[src/sac_pkg.sv]
// Shared types and constants for the swept box collision unit.
`default_nettype none
package sac_pkg;

  localparam int QUEUE_DEPTH = 2;

  localparam logic signed [1:0] NRM_NONE = 2'sb00;
  localparam logic signed [1:0] NRM_POS  = 2'sb01;
  localparam logic signed [1:0] NRM_NEG  = 2'sb11;

  typedef struct packed {
    logic active;
    logic vx_zero;
    logic vy_zero;
    logic xe_neg;
    logic xx_neg;
    logic ye_neg;
    logic yx_neg;
    logic xie_neg;
    logic yie_neg;
  } sac_flags_t;

endpackage
`default_nettype wire

[src/sac_queue.sv]
// Short queue between the front end and the back end, registered read.
`default_nettype none
module sac_queue import sac_pkg::*; #(
  parameter int W = 8
) (
  input  wire logic         clk_i,
  input  wire logic         rst_ni,
  input  wire logic         push_i,
  input  wire logic [W-1:0] data_i,
  output logic              full_o,
  output logic              valid_o,
  output logic [W-1:0]      data_o
);

  localparam int PW = (QUEUE_DEPTH > 1) ? $clog2(QUEUE_DEPTH) : 1;
  localparam int CW = $clog2(QUEUE_DEPTH + 1);

  logic [W-1:0]  mem [QUEUE_DEPTH];
  logic [PW-1:0] wr_q, rd_q;
  logic [CW-1:0] cnt_q;
  logic [W-1:0]  data_q;
  logic          valid_q;
  logic          push, pop;

  assign full_o = (cnt_q == CW'(QUEUE_DEPTH));
  assign push   = push_i && !full_o;
  assign pop    = (cnt_q != '0);

  always_ff @(posedge clk_i or negedge rst_ni) begin
    if (!rst_ni) begin
      wr_q    <= '0;
      rd_q    <= '0;
      cnt_q   <= '0;
      valid_q <= 1'b0;
    end else begin
      if (push) begin
        wr_q <= (wr_q == PW'(QUEUE_DEPTH - 1)) ? '0 : wr_q + 1'b1;
      end
      if (pop) begin
        rd_q <= (rd_q == PW'(QUEUE_DEPTH - 1)) ? '0 : rd_q + 1'b1;
      end
      cnt_q   <= cnt_q + CW'(push) - CW'(pop);
      valid_q <= pop;
    end
  end

  always_ff @(posedge clk_i) begin
    if (push) begin
      mem[wr_q] <= data_i;
    end
    if (pop) begin
      data_q <= mem[rd_q];
    end
  end

  assign valid_o = valid_q;
  assign data_o  = data_q;

endmodule
`default_nettype wire

[config.mk]
export PLATFORM = sky130hd
export DESIGN_NAME = sac_queue
export DESIGN_NICKNAME = d
export VERILOG_FILES = /design/src/sac_pkg.sv /design/src/sac_queue.sv
export SDC_FILE = /design/constraint.sdc
export NUM_CORES = 1
export LEC_CHECK = 0
export ABC_AREA = 1
export BUFFER_PORTS_ARGS = -buffer_cell sky130_fd_sc_hd__buf_4
export CORE_MARGIN = 1.5
export CORE_UTILIZATION = 32
export DETAILED_ROUTE_END_ITERATION = 10
export PLACE_DENSITY = 0.52
export SLEW_MARGIN = 15
export SYNTH_ARGS = -nofsm -noshare
export SYNTH_HDL_FRONTEND = slang
export SYNTH_SLANG_ARGS = --single-unit
export TNS_END_PERCENT = 1
[constraint.sdc]
create_clock -name clk_i -period 1.6 [get_ports clk_i]
set_clock_uncertainty 0.15 [all_clocks]
set_input_delay 0.08 -clock clk_i [delete_from_list [all_inputs] [get_ports clk_i]]
set_output_delay 0.08 -clock clk_i [all_outputs]
set_load 0.005 [all_outputs]
==> metrics.md <==
| Metric | Value |
|---|---|
| Cell with the most instances after synthesis | nand2_1 |
| Half-perimeter wire length after detailed placement | 1.11 mm |
| Clock sink total | 29 |
| Number of vias after detailed routing | 589 |
| Synth Area per Inst | 14.4 um^2 |
| Worst-path cell chain | nand2_2 -> nand3_1 -> inv_1 |
| Total CTS buffers | 5 |
| Die Height | 59.6 um |
| Boundary Pins | 21 |
| Pin count of the biggest net entering global routing | 10 |
| Start point of the worst min-delay path | wr_q |
| Synth top cells by count | nand2_1 (28), edfxtp_1 (24), dfrtp_1 (5), inv_1 (5), nor2_1 (2) |
| Number of enable-type register cells in the synthesized netlist | 24 |
| Share of Yosys cell area claimed by the top area cell type | 70.4% |
| Cells resized by post-CTS repair | 0 |
| Cell Area, Placed | 0.00123 mm^2 |
| # port buffers | 20 |
| Cell area after layout | 0.00141 mm^2 |
| Crit path max-delay cell type | dfrtp_1 |
| Maximum clock path buffer count | 2 |
| Xor/xnor share of the synthesized area | 0.856% |
| Summed negative setup slack over all endpoints | 0 ns |
| Via count normalized by instance count | 3.82 |
| Weighted congestion reported at the end of routability-driven placement | 0.709 |
| Post-synth cell types | 12 |
| Antenna violations before repair | 0 |
| DRC viols | 0 |
| Global-route usage over all layers | 10.8% |
| Crit path capture | mem[0][1] |
| Critical path launch point type | flip-flop |
| Arrival time at the worst endpoint | 1.17 ns |
| Main flop type after synthesis | edfxtp_1 |
| HP Class | flip-flop to flip-flop |
| Part of the Yosys area used for sequential elements | 82.6% |
| Std cell rows | 20 |
| Required time of the critical path | 1.45 ns |
| Root buffer cell | clkbuf_4 |
| Number of warnings reported in the yosys synthesis log | 0 |
| # Max-Cap Violations | 0 |
| Wire length of the first global-routing pass | 2.57 mm |
| Highest net fanout along the worst path | 8 |
| Total count of hold-check failures in the final report | 0 |
| Fill cells | 297 |
| Share of the synthesized area in compound gates (AO/OA/AOI/OAI) | 0% |
| CORE AREA | 0.00305 mm^2 |
| Synth-to-layout area growth | 37.7% |
| Reg-to-reg slack, setup | 0.28 ns |
| Antenna diodes | 0 |
| End of the worst register-to-register path | mem[0][1] |
| Remaining Overflow, GRT | 0 |
| Post-detailed-route count of antenna-violating nets | 0 |
| Via count of the first global-routing pass | 574 |
| Adder and majority cell fraction of the synthesized area | 0% |
| Detailed Route WL | 1.55 mm |
| Run status | finished, final reports clean |
| Element type at the critical path end | flip-flop |
| Count of state elements after synthesis | 29 |
| Width of the chip | 59.6 um |
| Mux share of post-synthesis cell area | 0% |
| Combinational family with the most area after synthesis | simple AND/OR/NAND/NOR gates |
| Starting DRT DRC Count | 10 |
| Relative slew margins | 75.4% |
| Wire length per cell after detailed routing | 10.1 um |
| Nets@finish | 120 |
| Final Max Slew Viols | 0 |
| Ratio of total power to cell area | 1280 mW/mm^2 |
| Insertion delay of the later-clocked pin in the worst-skew pair | 0.31 ns |
| Largest stage delay on the critical path | 0.42 ns |
| Minimum clock period | 1.32 ns |
| Nets in the synthesized netlist | 82 |
| Detailed Routing Iterations Pass 1 | 3 |
| Final cycle utilization of the critical path | 82.3% |
| R2r startpoint | cnt_q[1] |
| CTS H-tree depth | 2 |
| Post-Synthesis Cells | 71 |
| Share of async-settable or async-resettable flops after synthesis | 17.2% |
| Fmax achieved | 760 MHz |
| Max VDD drop | 638 uV |
| Slew at the pin closest to its max-slew limit | 0.369 ns |
| First element of the critical path | cnt_q[1] |
| Synth Cell Area | 0.00102 mm^2 |
| Area of the die | 0.00355 mm^2 |
| Fraction of final layout cells sized beyond drive strength 1 | 29.1% |
| Starting utilization of the core area | 33.5% |
| RSZ-0062 raised after global routing | false |
| Critical path class | flip-flop to flip-flop |
| TritonCTS clock tree | yes |
| Leading post-synthesis cells by cell area | edfxtp_1 (70%), dfrtp_1 (12%), nand2_1 (10%) |
| Count of endpoints failing setup in the final report | 0 |
| CTS clk-pin slew, worst paths | 0.09 ns |
| Leak pwr | 0.621 nW |
| Depth of the most critical reg-to-reg path | 3 |
| Post-synth top area cell | edfxtp_1 |
| Basic-gate share of the synthesized area counting and, or, nand and nor cells | 12.7% |
## final cells by class
type | count | area, um^2 | share of cell area, %
timing repair buffer | 32 | 268 | 19.0
sequential | 29 | 846 | 60.0
multi-input combinational | 34 | 139 | 9.86
clock buffer | 7 | 65.1 | 4.62
inverter | 7 | 31.3 | 2.22
tap | 44 | 55.1 | 3.91
clock inverter | 1 | 5.00 | 0.355
## cell families (layout without fill, tap and decap cells)
| kind of cell | after synthesis | in the layout |
|---|---|---|
| simple gates | 33 | 33 |
| flops | 29 | 29 |
| buf+inv | 8 | 47 |
| xor+xnor | 1 | 1 |
## routing by layer
layer	GRT usage [%]	routed length [um]	share of wire, %	up-vias
met1	12.2	746	48	258
met5	0	0	0	-
li1	-	-	-	306
met3	4.59	74	4.8	7
met2	16.0	679	44	18
met4	8.57	53	3.4	0
## placed cells by master (no fill, tap or decap), drive strengths merged
cell type	n
dlygate4sd3	11
inv	7
edfxtp	24
clkbuf	7
nor2	2
nand3	1
or2	1
nand2	29
xor2	1
buf	21
clkinv	1
dfrtp	5
## timing repair
item | in CTS | in global routing
endpoints found under the hold margin | 23 | 0
hold buffers | 11 | 0
buffers inserted | 0 | 0
## critical path, delay by kind of cell (launching register included)
kind          cells  cell delay, ns
flops             1            0.42
buf+inv           1            0.25
simple gates      2            0.19
## state kept, by name, indices dropped and copies added (netlist names)
signal   flops
wr_q         1
data_o       8
rd_q         1
valid_o      1
cnt_q        2
mem         16
## worst min path at each step
stage / to / cells after the start / slack (ns)
after CTS: mem[0][3] / 2 / 0.32
after global placement: rd_q / 1 / -0.27
after floorplan: cnt_q[0] / 0 / -0.37
after global routing: mem[1][3] / 2 / 0.32
final: wr_q / 2 / 0.33
after detailed placement: cnt_q[0] / 1 / -0.26
## power by group
| part | switching [mW] | internal (mW) |
|---|---|---|
| clock | 0.239 | 0.254 |
| combinational | 0.147 | 0.150 |
| sequential | 0.0651 | 0.950 |
## metrics by stage
step | worst slack [ns] | total power, mW | cells | hold WS (ns) | util (%)
floorplan | 0.178 | 1.18 | 71 | -0.366 | -
global placement | 0.332 | 1.31 | 135 | -0.265 | 40.2
detailed placement | 0.283 | 1.32 | 135 | -0.262 | 40.2
CTS | 0.272 | 1.83 | 154 | 0.318 | 46.1
global route | 0.197 | 1.92 | 154 | 0.318 | 46.1
finish | 0.284 | 1.81 | 154 | 0.332 | 46.1
Note: power is estimated with default switching activity, not from simulation.
