File: src/sac_pkg.sv
// Shared types and constants for the swept box collision unit.
`default_nettype none
package sac_pkg;

  localparam int QUEUE_DEPTH = 2;

  localparam logic signed [1:0] NRM_NONE = 2'sb00;
  localparam logic signed [1:0] NRM_POS  = 2'sb01;
  localparam logic signed [1:0] NRM_NEG  = 2'sb11;

  typedef struct packed {
    logic active;
    logic vx_zero;
    logic vy_zero;
    logic xe_neg;
    logic xx_neg;
    logic ye_neg;
    logic yx_neg;
    logic xie_neg;
    logic yie_neg;
  } sac_flags_t;

endpackage
`default_nettype wire

File: src/sac_front.sv
// Front end: takes a box pair, runs the broadphase and forms the per-axis distances.
`default_nettype none
module sac_front import sac_pkg::*; #(
  parameter int CB = 32
) (
  input  wire logic                 clk_i,
  input  wire logic                 rst_ni,
  input  wire logic                 take_i,
  input  wire logic signed [CB-1:0] a_left_i,
  input  wire logic signed [CB-1:0] a_top_i,
  input  wire logic signed [CB-1:0] a_right_i,
  input  wire logic signed [CB-1:0] a_bottom_i,
  input  wire logic signed [CB-1:0] b_left_i,
  input  wire logic signed [CB-1:0] b_top_i,
  input  wire logic signed [CB-1:0] b_right_i,
  input  wire logic signed [CB-1:0] b_bottom_i,
  input  wire logic signed [CB-1:0] vel_x_i,
  input  wire logic signed [CB-1:0] vel_y_i,
  input  wire logic                 a_movable_i,
  output logic                      valid_o,
  output sac_flags_t                flags_o,
  output logic [CB:0]               nxe_o,
  output logic [CB:0]               nxx_o,
  output logic [CB:0]               nye_o,
  output logic [CB:0]               nyx_o,
  output logic [CB-1:0]             dx_o,
  output logic [CB-1:0]             dy_o,
  output logic signed [CB-1:0]      vx_o,
  output logic signed [CB-1:0]      vy_o
);

  logic signed [CB:0] al, at, ar, ab, bl, bt, br, bb, vx, vy;
  logic signed [CB:0] sl, sr, st, sb, alv, arv, atv, abv;
  logic signed [CB:0] xie, xex, yie, yex;
  logic               broad;
  logic               valid_q;
  sac_flags_t         flags_d, flags_q;
  logic [CB:0]        nxe_q, nxx_q, nye_q, nyx_q;
  logic [CB-1:0]      dx_d, dy_d, dx_q, dy_q;
  logic signed [CB-1:0] vx_q, vy_q;

  function automatic logic [CB:0] mag(input logic signed [CB:0] x);
    return x[CB] ? (CB + 1)'(0) - x : x;
  endfunction

  always_comb begin
    al = {a_left_i[CB-1], a_left_i};
    at = {a_top_i[CB-1], a_top_i};
    ar = {a_right_i[CB-1], a_right_i};
    ab = {a_bottom_i[CB-1], a_bottom_i};
    bl = {b_left_i[CB-1], b_left_i};
    bt = {b_top_i[CB-1], b_top_i};
    br = {b_right_i[CB-1], b_right_i};
    bb = {b_bottom_i[CB-1], b_bottom_i};
    vx = {vel_x_i[CB-1], vel_x_i};
    vy = {vel_y_i[CB-1], vel_y_i};
    alv = al + vx;
    arv = ar + vx;
    atv = at + vy;
    abv = ab + vy;
    sl = (alv < al) ? alv : al;
    sr = (arv > ar) ? arv : ar;
    st = (atv < at) ? atv : at;
    sb = (abv > ab) ? abv : ab;
    broad = (sl <= br) && (sr >= bl) && (st <= bb) && (sb >= bt);
    if (vx > 0) begin
      xie = bl - ar;
      xex = br - al;
    end else begin
      xie = br - al;
      xex = bl - ar;
    end
    if (vy > 0) begin
      yie = bt - ab;
      yex = bb - at;
    end else begin
      yie = bb - at;
      yex = bt - ab;
    end
    flags_d.active  = a_movable_i && broad;
    flags_d.vx_zero = (vel_x_i == '0);
    flags_d.vy_zero = (vel_y_i == '0);
    flags_d.xe_neg  = xie[CB] != vel_x_i[CB-1];
    flags_d.xx_neg  = xex[CB] != vel_x_i[CB-1];
    flags_d.ye_neg  = yie[CB] != vel_y_i[CB-1];
    flags_d.yx_neg  = yex[CB] != vel_y_i[CB-1];
    flags_d.xie_neg = xie[CB];
    flags_d.yie_neg = yie[CB];
    dx_d = vel_x_i[CB-1] ? CB'(0) - vel_x_i : vel_x_i;
    dy_d = vel_y_i[CB-1] ? CB'(0) - vel_y_i : vel_y_i;
  end

  always_ff @(posedge clk_i or negedge rst_ni) begin
    if (!rst_ni) begin
      valid_q <= 1'b0;
    end else begin
      valid_q <= take_i;
    end
  end

  always_ff @(posedge clk_i) begin
    flags_q <= flags_d;
    nxe_q   <= mag(xie);
    nxx_q   <= mag(xex);
    nye_q   <= mag(yie);
    nyx_q   <= mag(yex);
    dx_q    <= dx_d;
    dy_q    <= dy_d;
    vx_q    <= vel_x_i;
    vy_q    <= vel_y_i;
  end

  assign valid_o = valid_q;
  assign flags_o = flags_q;
  assign nxe_o   = nxe_q;
  assign nxx_o   = nxx_q;
  assign nye_o   = nye_q;
  assign nyx_o   = nyx_q;
  assign dx_o    = dx_q;
  assign dy_o    = dy_q;
  assign vx_o    = vx_q;
  assign vy_o    = vy_q;

endmodule
`default_nettype wire

File: config.mk
export PLATFORM = sky130hd
export DESIGN_NAME = sac_front
export DESIGN_NICKNAME = d
export VERILOG_FILES = /design/src/sac_pkg.sv /design/src/sac_front.sv
export SDC_FILE = /design/constraint.sdc
export NUM_CORES = 1
export LEC_CHECK = 0
export ABC_CLOCK_PERIOD_IN_PS = 800
export BUFFER_PORTS_ARGS = -buffer_cell sky130_fd_sc_hd__buf_2
export CAP_MARGIN = 20
export CORE_ASPECT_RATIO = 0.9
export CORE_MARGIN = 2
export CORE_UTILIZATION = 23
export CTS_BUF_LIST = sky130_fd_sc_hd__clkbuf_2 sky130_fd_sc_hd__clkbuf_4 sky130_fd_sc_hd__clkbuf_8
export DETAILED_ROUTE_END_ITERATION = 6
export HOLD_SLACK_MARGIN = 0.03
export SYNTH_ARGS = -nofsm -noshare
export SYNTH_HDL_FRONTEND = slang
export SYNTH_SLANG_ARGS = --single-unit
File: constraint.sdc
create_clock -name clk_i -period 0.8 [get_ports clk_i]
set_input_delay 0.04 -clock clk_i [delete_from_list [all_inputs] [get_ports clk_i]]
set_output_delay 0.04 -clock clk_i [all_outputs]
set_load 0.01 [all_outputs]
==> results of run 1 <==
==> Yosys cell counts, types with 16 or more instances <==
| cell type | instances | area share |
|---|---|---|
| and4_1 | 17 | 0.0044 |
| a21o_1 | 169 | 0.038 |
| a31oi_1 | 49 | 0.0091 |
| o21ai_0 | 298 | 0.044 |
| o31ai_1 | 42 | 0.0094 |
| nor2_1 | 265 | 0.030 |
| ha_1 | 522 | 0.19 |
| nand3_1 | 98 | 0.015 |
| nor2b_1 | 77 | 0.014 |
| and2_1 | 36 | 0.0067 |
| xor2_1 | 101 | 0.026 |
| mux2i_1 | 81 | 0.024 |
| dfxtp_1 | 267 | 0.16 |
| a21oi_1 | 327 | 0.049 |
| nor3_1 | 83 | 0.012 |
| nand4_1 | 65 | 0.012 |
| o211ai_1 | 28 | 0.0062 |
| inv_1 | 343 | 0.038 |
| o21bai_1 | 32 | 0.0071 |
| mux2_2 | 132 | 0.044 |
| nand2b_1 | 68 | 0.013 |
| and3_1 | 36 | 0.0067 |
| clkbuf_1 | 91 | 0.010 |
| o21a_1 | 78 | 0.017 |
| nor4_1 | 29 | 0.0054 |
| nand2_1 | 255 | 0.028 |
| a211oi_1 | 44 | 0.0098 |
| or3_1 | 31 | 0.0058 |
| or2_2 | 24 | 0.0045 |
| xnor2_1 | 268 | 0.070 |
| o41ai_1 | 16 | 0.0042 |
==> worst min path at each step <==
stage | startpoint | endpoint | slack (ps) | cells past startpoint
3_3_place_gp | rst_ni | valid_o | -190 | 1
4_1_cts | b_left_i[0] | nxe_o[0] | -340 | 4
3_5_place_dp | rst_ni | valid_o | -180 | 1
5_1_grt | b_right_i[0] | nxe_o[0] | -300 | 4
6_report | b_left_i[0] | nxe_o[0] | -260 | 4
2_1_floorplan | rst_ni | valid_o | -260 | 0
==> worst max-delay path: cells and delay by family <==
kind / cells / cell delay (ps)
AND/OR/NAND/NOR: 6 / 750
buffers and inverters: 4 / 560
multiplexers: 1 / 310
XOR/XNOR: 1 / 120
adder cells (fa/ha/maj): 3 / 700
AO/OA/AOI/OAI: 20 / 4000
==> placed cells by master (no fill, tap or decap), types with 30 or more instances in the layout <==
cell type / count
nand2_1: 218
dlygate4sd3_1: 67
o21ai_2: 63
clkbuf_8: 60
nand3_1: 84
o21ai_0: 180
a21oi_2: 55
o21a_1: 73
nor2b_1: 72
buf_6: 104
ha_4: 40
nand2b_1: 67
mux2_2: 126
o21bai_1: 30
diode_2: 35
ha_1: 477
and3_1: 32
a31oi_1: 37
a21oi_1: 266
xnor2_1: 244
xor2_1: 92
and2_1: 34
nor3_1: 71
dfxtp_1: 267
nor2_1: 241
nand4_1: 65
buf_2: 574
o21ai_1: 49
mux2i_1: 62
buf_4: 1700
a21o_1: 169
inv_1: 321
==> power groups by stage <==
stage / registers [mW] / logic [mW] / clock network, mW
4_1_cts: 18.4 / 59.6 / 16.0
6_report: 18.3 / 62.4 / 15.6
2_1_floorplan: 18.9 / 27.7 / 0
3_5_place_dp: 18.6 / 55.9 / 0
3_3_place_gp: 18.6 / 54.9 / 0
5_1_grt: 18.4 / 67.5 / 16.5
==> layout make-up <==
type | count | area share
sequential | 268 | 0.0905
clock inverter | 21 | 0.00397
clock buffer | 70 | 0.0152
antenna | 35 | 0.00148
tap | 1957 | 0.0413
inverter | 343 | 0.0224
timing repair buffer | 2514 | 0.315
multi-input combinational | 3552 | 0.510
==> routing by layer <==
layer	global-route usage	routed length, µm	vias up
li1	-	-	20600
met1	0.263	71500	19400
met2	0.325	71300	1231
met3	0.0359	10000	336
met4	0.101	8770	34
met5	0	224	-
==> through the flow <==
step           worst slack [ps]  power (mW)  cell area (µm²)
2_1_floorplan             -4920        46.6            35800
3_3_place_gp              -6540        73.5            53200
3_5_place_dp              -6710        74.5            53200
4_1_cts                   -5000        93.9            57300
5_1_grt                   -5300         102            59300
6_report                  -5110        96.3            59300
==> cell families after synthesis <==
| family | after synthesis | share of synthesized area |
|---|---|---|
| buf+inv | 466 | 0.0541 |
| xor+xnor | 369 | 0.0959 |
| flops | 268 | 0.159 |
| fa+ha+maj | 530 | 0.199 |
| mux | 213 | 0.0682 |
| compound gates | 1280 | 0.246 |
| simple gates | 1160 | 0.178 |
==> flip-flops by register name, indices dropped and copies added (netlist names), 31 cells and up <==
name	flops
nye_o	33
nyx_o	33
dy_o	31
nxx_o	33
vy_o	32
nxe_o	33
vx_o	32
dx_o	31
==> what timing repair did <==
item | 4_1_cts | 5_1_grt
cloned | 4 | 2
buffers inserted | 71 | 76
hold buffers | 72 | 28
pin swaps | 170 | 193
endpoints found under the hold margin | 142 | 75
resized for setup | 343 | 299
endpoints found under the setup margin | 449 | 473
==> run summary, run 1 <==
Drt drc -> 0
Die area -> 0.150 mm²
Max Freq -> 169 MHz
Worst EP arrival -> 6500 ps
Psw -> 39.7 mW
Max Cap Violations -> 0
H-Tree Depth -> 2
Worst path required time -> 1400 ps
Critical path startpoint -> vel_x_i[1]
Violated checks -> negative hold slack, negative setup slack
Initial Util -> 0.231
Mapped Cells -> 4286
Fin cells -> 8760
Footprint of the multi-input gates -> 0.0303 mm²
CTS sink cnt -> 268
Synth Flop Type -> dfxtp_1
Crit-path slowest cell -> a221o_1
Synth warn -> 0
Synth unique cells -> 98
Fin. Hold Viols -> 10
Hpwl dp -> 135 mm
Critical path peak fanout -> 7
#FFs+latches synth -> 268
Synthesized area per cell -> 7.86 µm²
RSZ-0062 raised after global routing -> true
Sequential cell area -> 0.00537 mm²
Final WS setup -> -5110 ps
Power Dens Cells -> 1620 mW/mm²
Antenna viol nets, final -> 0
Fill count -> 14500
Total GRT Usage -> 0.204
Clock power frac -> 0.162
Maximum VDD drop -> 1410 µV
Register share of total power -> 0.190
Post-synth EDFFs -> 0
Area delta synth->final -> 76.0%
Routed Wire Length -> 162 mm
Min-Delay Path Class -> input pin to flop
Via count -> 41600
Drt wl/cell -> 18.5 µm
Clock Root Buffer -> clkbuf_8
Placed cells -> 8414
Core area -> 0.146 mm²
Slew @ Worst Pin -> 762 ps
Setup CP Type -> input pin to flop
Global-route wire length before repair -> 236 mm
CP peak stage delay -> 410 ps
Pleak -> 29.0 nW
Post-Synthesis Net Count -> 5140
Io pins -> 594
Proportion of layout cells with a drive suffix above 1 -> 0.479
Number of global-route vias before repair -> 41000
WHS -> -264 ps
Total gr overflow -> 0
Largest net degree at the start of global routing -> 66
Routability congestion estimate -> 0.942
Startpoint types -> input pin
Status -> finished with violations
TritonCTS clock tree -> yes
Final setup viols -> 472
Post-route clock period utilization -> 7.38
Int Power -> 56.6 mW
Setup TNS -> -550350 ps
Core Util, Final -> 0.407
Worst Setup End Kind -> flop
Worst relative slew slack -> 0.487
Max Slew Vio Count -> 0
Sw frac -> 0.412
Initial antenna violation count -> 80
Sequential share of the synthesized area -> 0.159
1st-iter DRT viols -> 2644
Vias/cell -> 4.75
Gate power share -> 0.648
Critical Path End -> flags_o[8]
Number of port buffers -> 593
DR pass1 iterations -> 6
Fin nets -> 7582
Cell Area, Synth -> 0.0337 mm²
Worst-path clk slew -> 70 ps
Post-synth ARST share -> 0.00373
Clk buf depth -> 3
Die height -> 367 µm
Min cycle time layout -> 5910 ps
Die W -> 407 µm
FP Rows -> 133
Number of buffers created by CTS -> 49
Power figures use the tool's default switching activity.
==> run 2, diff against run 1 <==
--- a/config.mk
+++ b/config.mk
@@ -5,7 +5,7 @@
 export SDC_FILE = /design/constraint.sdc
 export NUM_CORES = 1
 export LEC_CHECK = 0
-export ABC_CLOCK_PERIOD_IN_PS = 800
+export ABC_CLOCK_PERIOD_IN_PS = 5960
 export BUFFER_PORTS_ARGS = -buffer_cell sky130_fd_sc_hd__buf_2
 export CAP_MARGIN = 20
 export CORE_ASPECT_RATIO = 0.9
@@ -13,6 +13,7 @@
 export CORE_UTILIZATION = 23
 export CTS_BUF_LIST = sky130_fd_sc_hd__clkbuf_2 sky130_fd_sc_hd__clkbuf_4 sky130_fd_sc_hd__clkbuf_8
 export DETAILED_ROUTE_END_ITERATION = 6
+export GPL_ROUTABILITY_DRIVEN = 0
 export HOLD_SLACK_MARGIN = 0.03
 export SYNTH_ARGS = -nofsm -noshare
 export SYNTH_HDL_FRONTEND = slang
==> constraint.sdc (replaced) <==
create_clock -name clk_i -period 5.96 [get_ports clk_i]
set_input_delay 0.298 -clock clk_i [delete_from_list [all_inputs] [get_ports clk_i]]
set_output_delay 0.298 -clock clk_i [all_outputs]
set_load 0.01 [all_outputs]
==> run 2 against run 1 <==
  * The run ends with negative setup slack left
  * Total power down 89%
  * Clock-buffer cell count rose by 7
  * Clock power shrank 86%
  * First-iteration DRC count shrank 7.5%
  * Die area is the same
  * Combinational power decreased by 90%
  * Via count shrank 12%
  * Largest cell class unchanged
  * Highest routed layer unchanged
==> run summary, run 2 (same netlist as run 1, synthesis figures left out) <==
Max Slew Vio Count -> 0
Fin. Hold Viols -> 0
Antenna viol nets, final -> 0
Power Dens Cells -> 239 mW/mm²
Area delta synth->final -> 35.8%
Global-route wire length before repair -> 209 mm
Number of port buffers -> 593
Hold path depth -> 4
Hpwl dp -> 122 mm
Fin cells -> 7486
Setup TNS -> -287 ps
Maximum VDD drop -> 187 µV
Die area -> 0.150 mm²
Worst path required time -> 6600 ps
Via count -> 36800
Fin nets -> 6314
Setup CP Type -> input pin to flop
CP peak stage delay -> 460 ps
Area post-placement -> 0.0433 mm²
Clock Root Buffer -> clkbuf_8
Fill count -> 15700
Final WS setup -> -287 ps
FP Rows -> 133
Status -> finished with violations
Largest net degree at the start of global routing -> 46
Final setup viols -> 1
Worst relative slew slack -> 0.255
Core Util, Final -> 0.314
Io pins -> 594
Max Cap Violations -> 0
Most common cell after layout, fill and taps aside -> buf_2
Drt wl/cell -> 19.0 µm
Core area -> 0.146 mm²
Number of buffers created by CTS -> 51
Setup WS pre-CTS -> -1490 ps
DR pass1 iterations -> 6
Die W -> 407 µm
Routed Wire Length -> 142 mm
Initial Util -> 0.231
Min-Delay Path Class -> input pin to flop
H-Tree Depth -> 2
Total GRT Usage -> 0.180
Violated checks -> negative setup slack
Finished Cell Area -> 0.0458 mm²
Crit-path slowest cell -> or4_4
Crit path top cell by count -> o21a_1
Pleak -> 21.8 nW
Final Power -> 10.9 mW
TritonCTS clock tree -> yes
Slew @ Worst Pin -> 1110 ps
Placed cells -> 7278
Total gr overflow -> 0
Die height -> 367 µm
1st-iter DRT viols -> 2446
Worst Setup End Kind -> flop
Post-route clock period utilization -> 1.05
Critical path peak fanout -> 5
Clk buf depth -> 3
Vias/cell -> 4.91
WHS -> 95.0 ps
Worst-path clk slew -> 80 ps
CTS sink cnt -> 268
Most frequent cells in the layout -> buf_2, buf_4, ha_1, inv_1, a21oi_1
RSZ-0062 raised after global routing -> true
Number of global-route vias before repair -> 35100
Drt drc -> 0
Min cycle time layout -> 6250 ps
Initial antenna violation count -> 89
Startpoint types -> input pin
Worst EP arrival -> 6890 ps
Max Freq -> 160 MHz
Proportion of layout cells with a drive suffix above 1 -> 0.283
-- run 2: final cells by class --
cell class | instances | area, µm² | area share
multi-input cells | 3552 | 27200 | 0.593
repair buffers | 1244 | 8210 | 0.179
flip-flops and latches | 268 | 5370 | 0.117
well taps | 1957 | 2450 | 0.0535
inverters | 343 | 1290 | 0.0282
clock buffers | 77 | 978 | 0.0214
clock inverters | 16 | 235 | 0.00514
diodes | 29 | 72.6 | 0.00159
-- run 2: final timing paths --
path	start	endpoint	slack (ps)
worst max-delay path	vel_y_i[0]	flags_o[8]	-290
min in group asynchronous	rst_ni	valid_o	390
max in group asynchronous	rst_ni	valid_o	5470
worst min-delay path	vel_y_i[6]	dy_o[7]	90
-- run 2: report_power, final --
group          leakage [nW]  switching, mW  internal, mW  total (mW)
Combinational          19.0           3.46          2.90        6.35
Clock                 0.630          0.915          1.27        2.19
Sequential             2.26          0.214          2.19        2.41
-- run 2: repair_timing --
item | in CTS | in global routing
gates resized for setup | 29 | 72
endpoints found under the hold margin | 118 | 0
setup endpoints to repair | 1 | 1
pin swaps | 17 | 62
gates cloned | 0 | 2
hold buffers | 70 | 0
buffers inserted | 6 | 9
-- run 2: metal layers --
metal | track usage | part of all wire | vias up
met3 | 0.0347 | 0.068 | 254
met1 | 0.246 | 0.46 | 17200
li1 | - | - | 18100
met4 | 0.0704 | 0.039 | 46
met2 | 0.279 | 0.43 | 1237
met5 | 0 | 0.0023 | -
-- run 2: critical path, delay by kind of cell --
family                   cells  cell delay, ps
AO/OA/AOI/OAI               17            3050
buffers and inverters        5             640
adder cells (fa/ha/maj)      4            1180
multiplexers                 1             330
AND/OR/NAND/NOR              8            1370
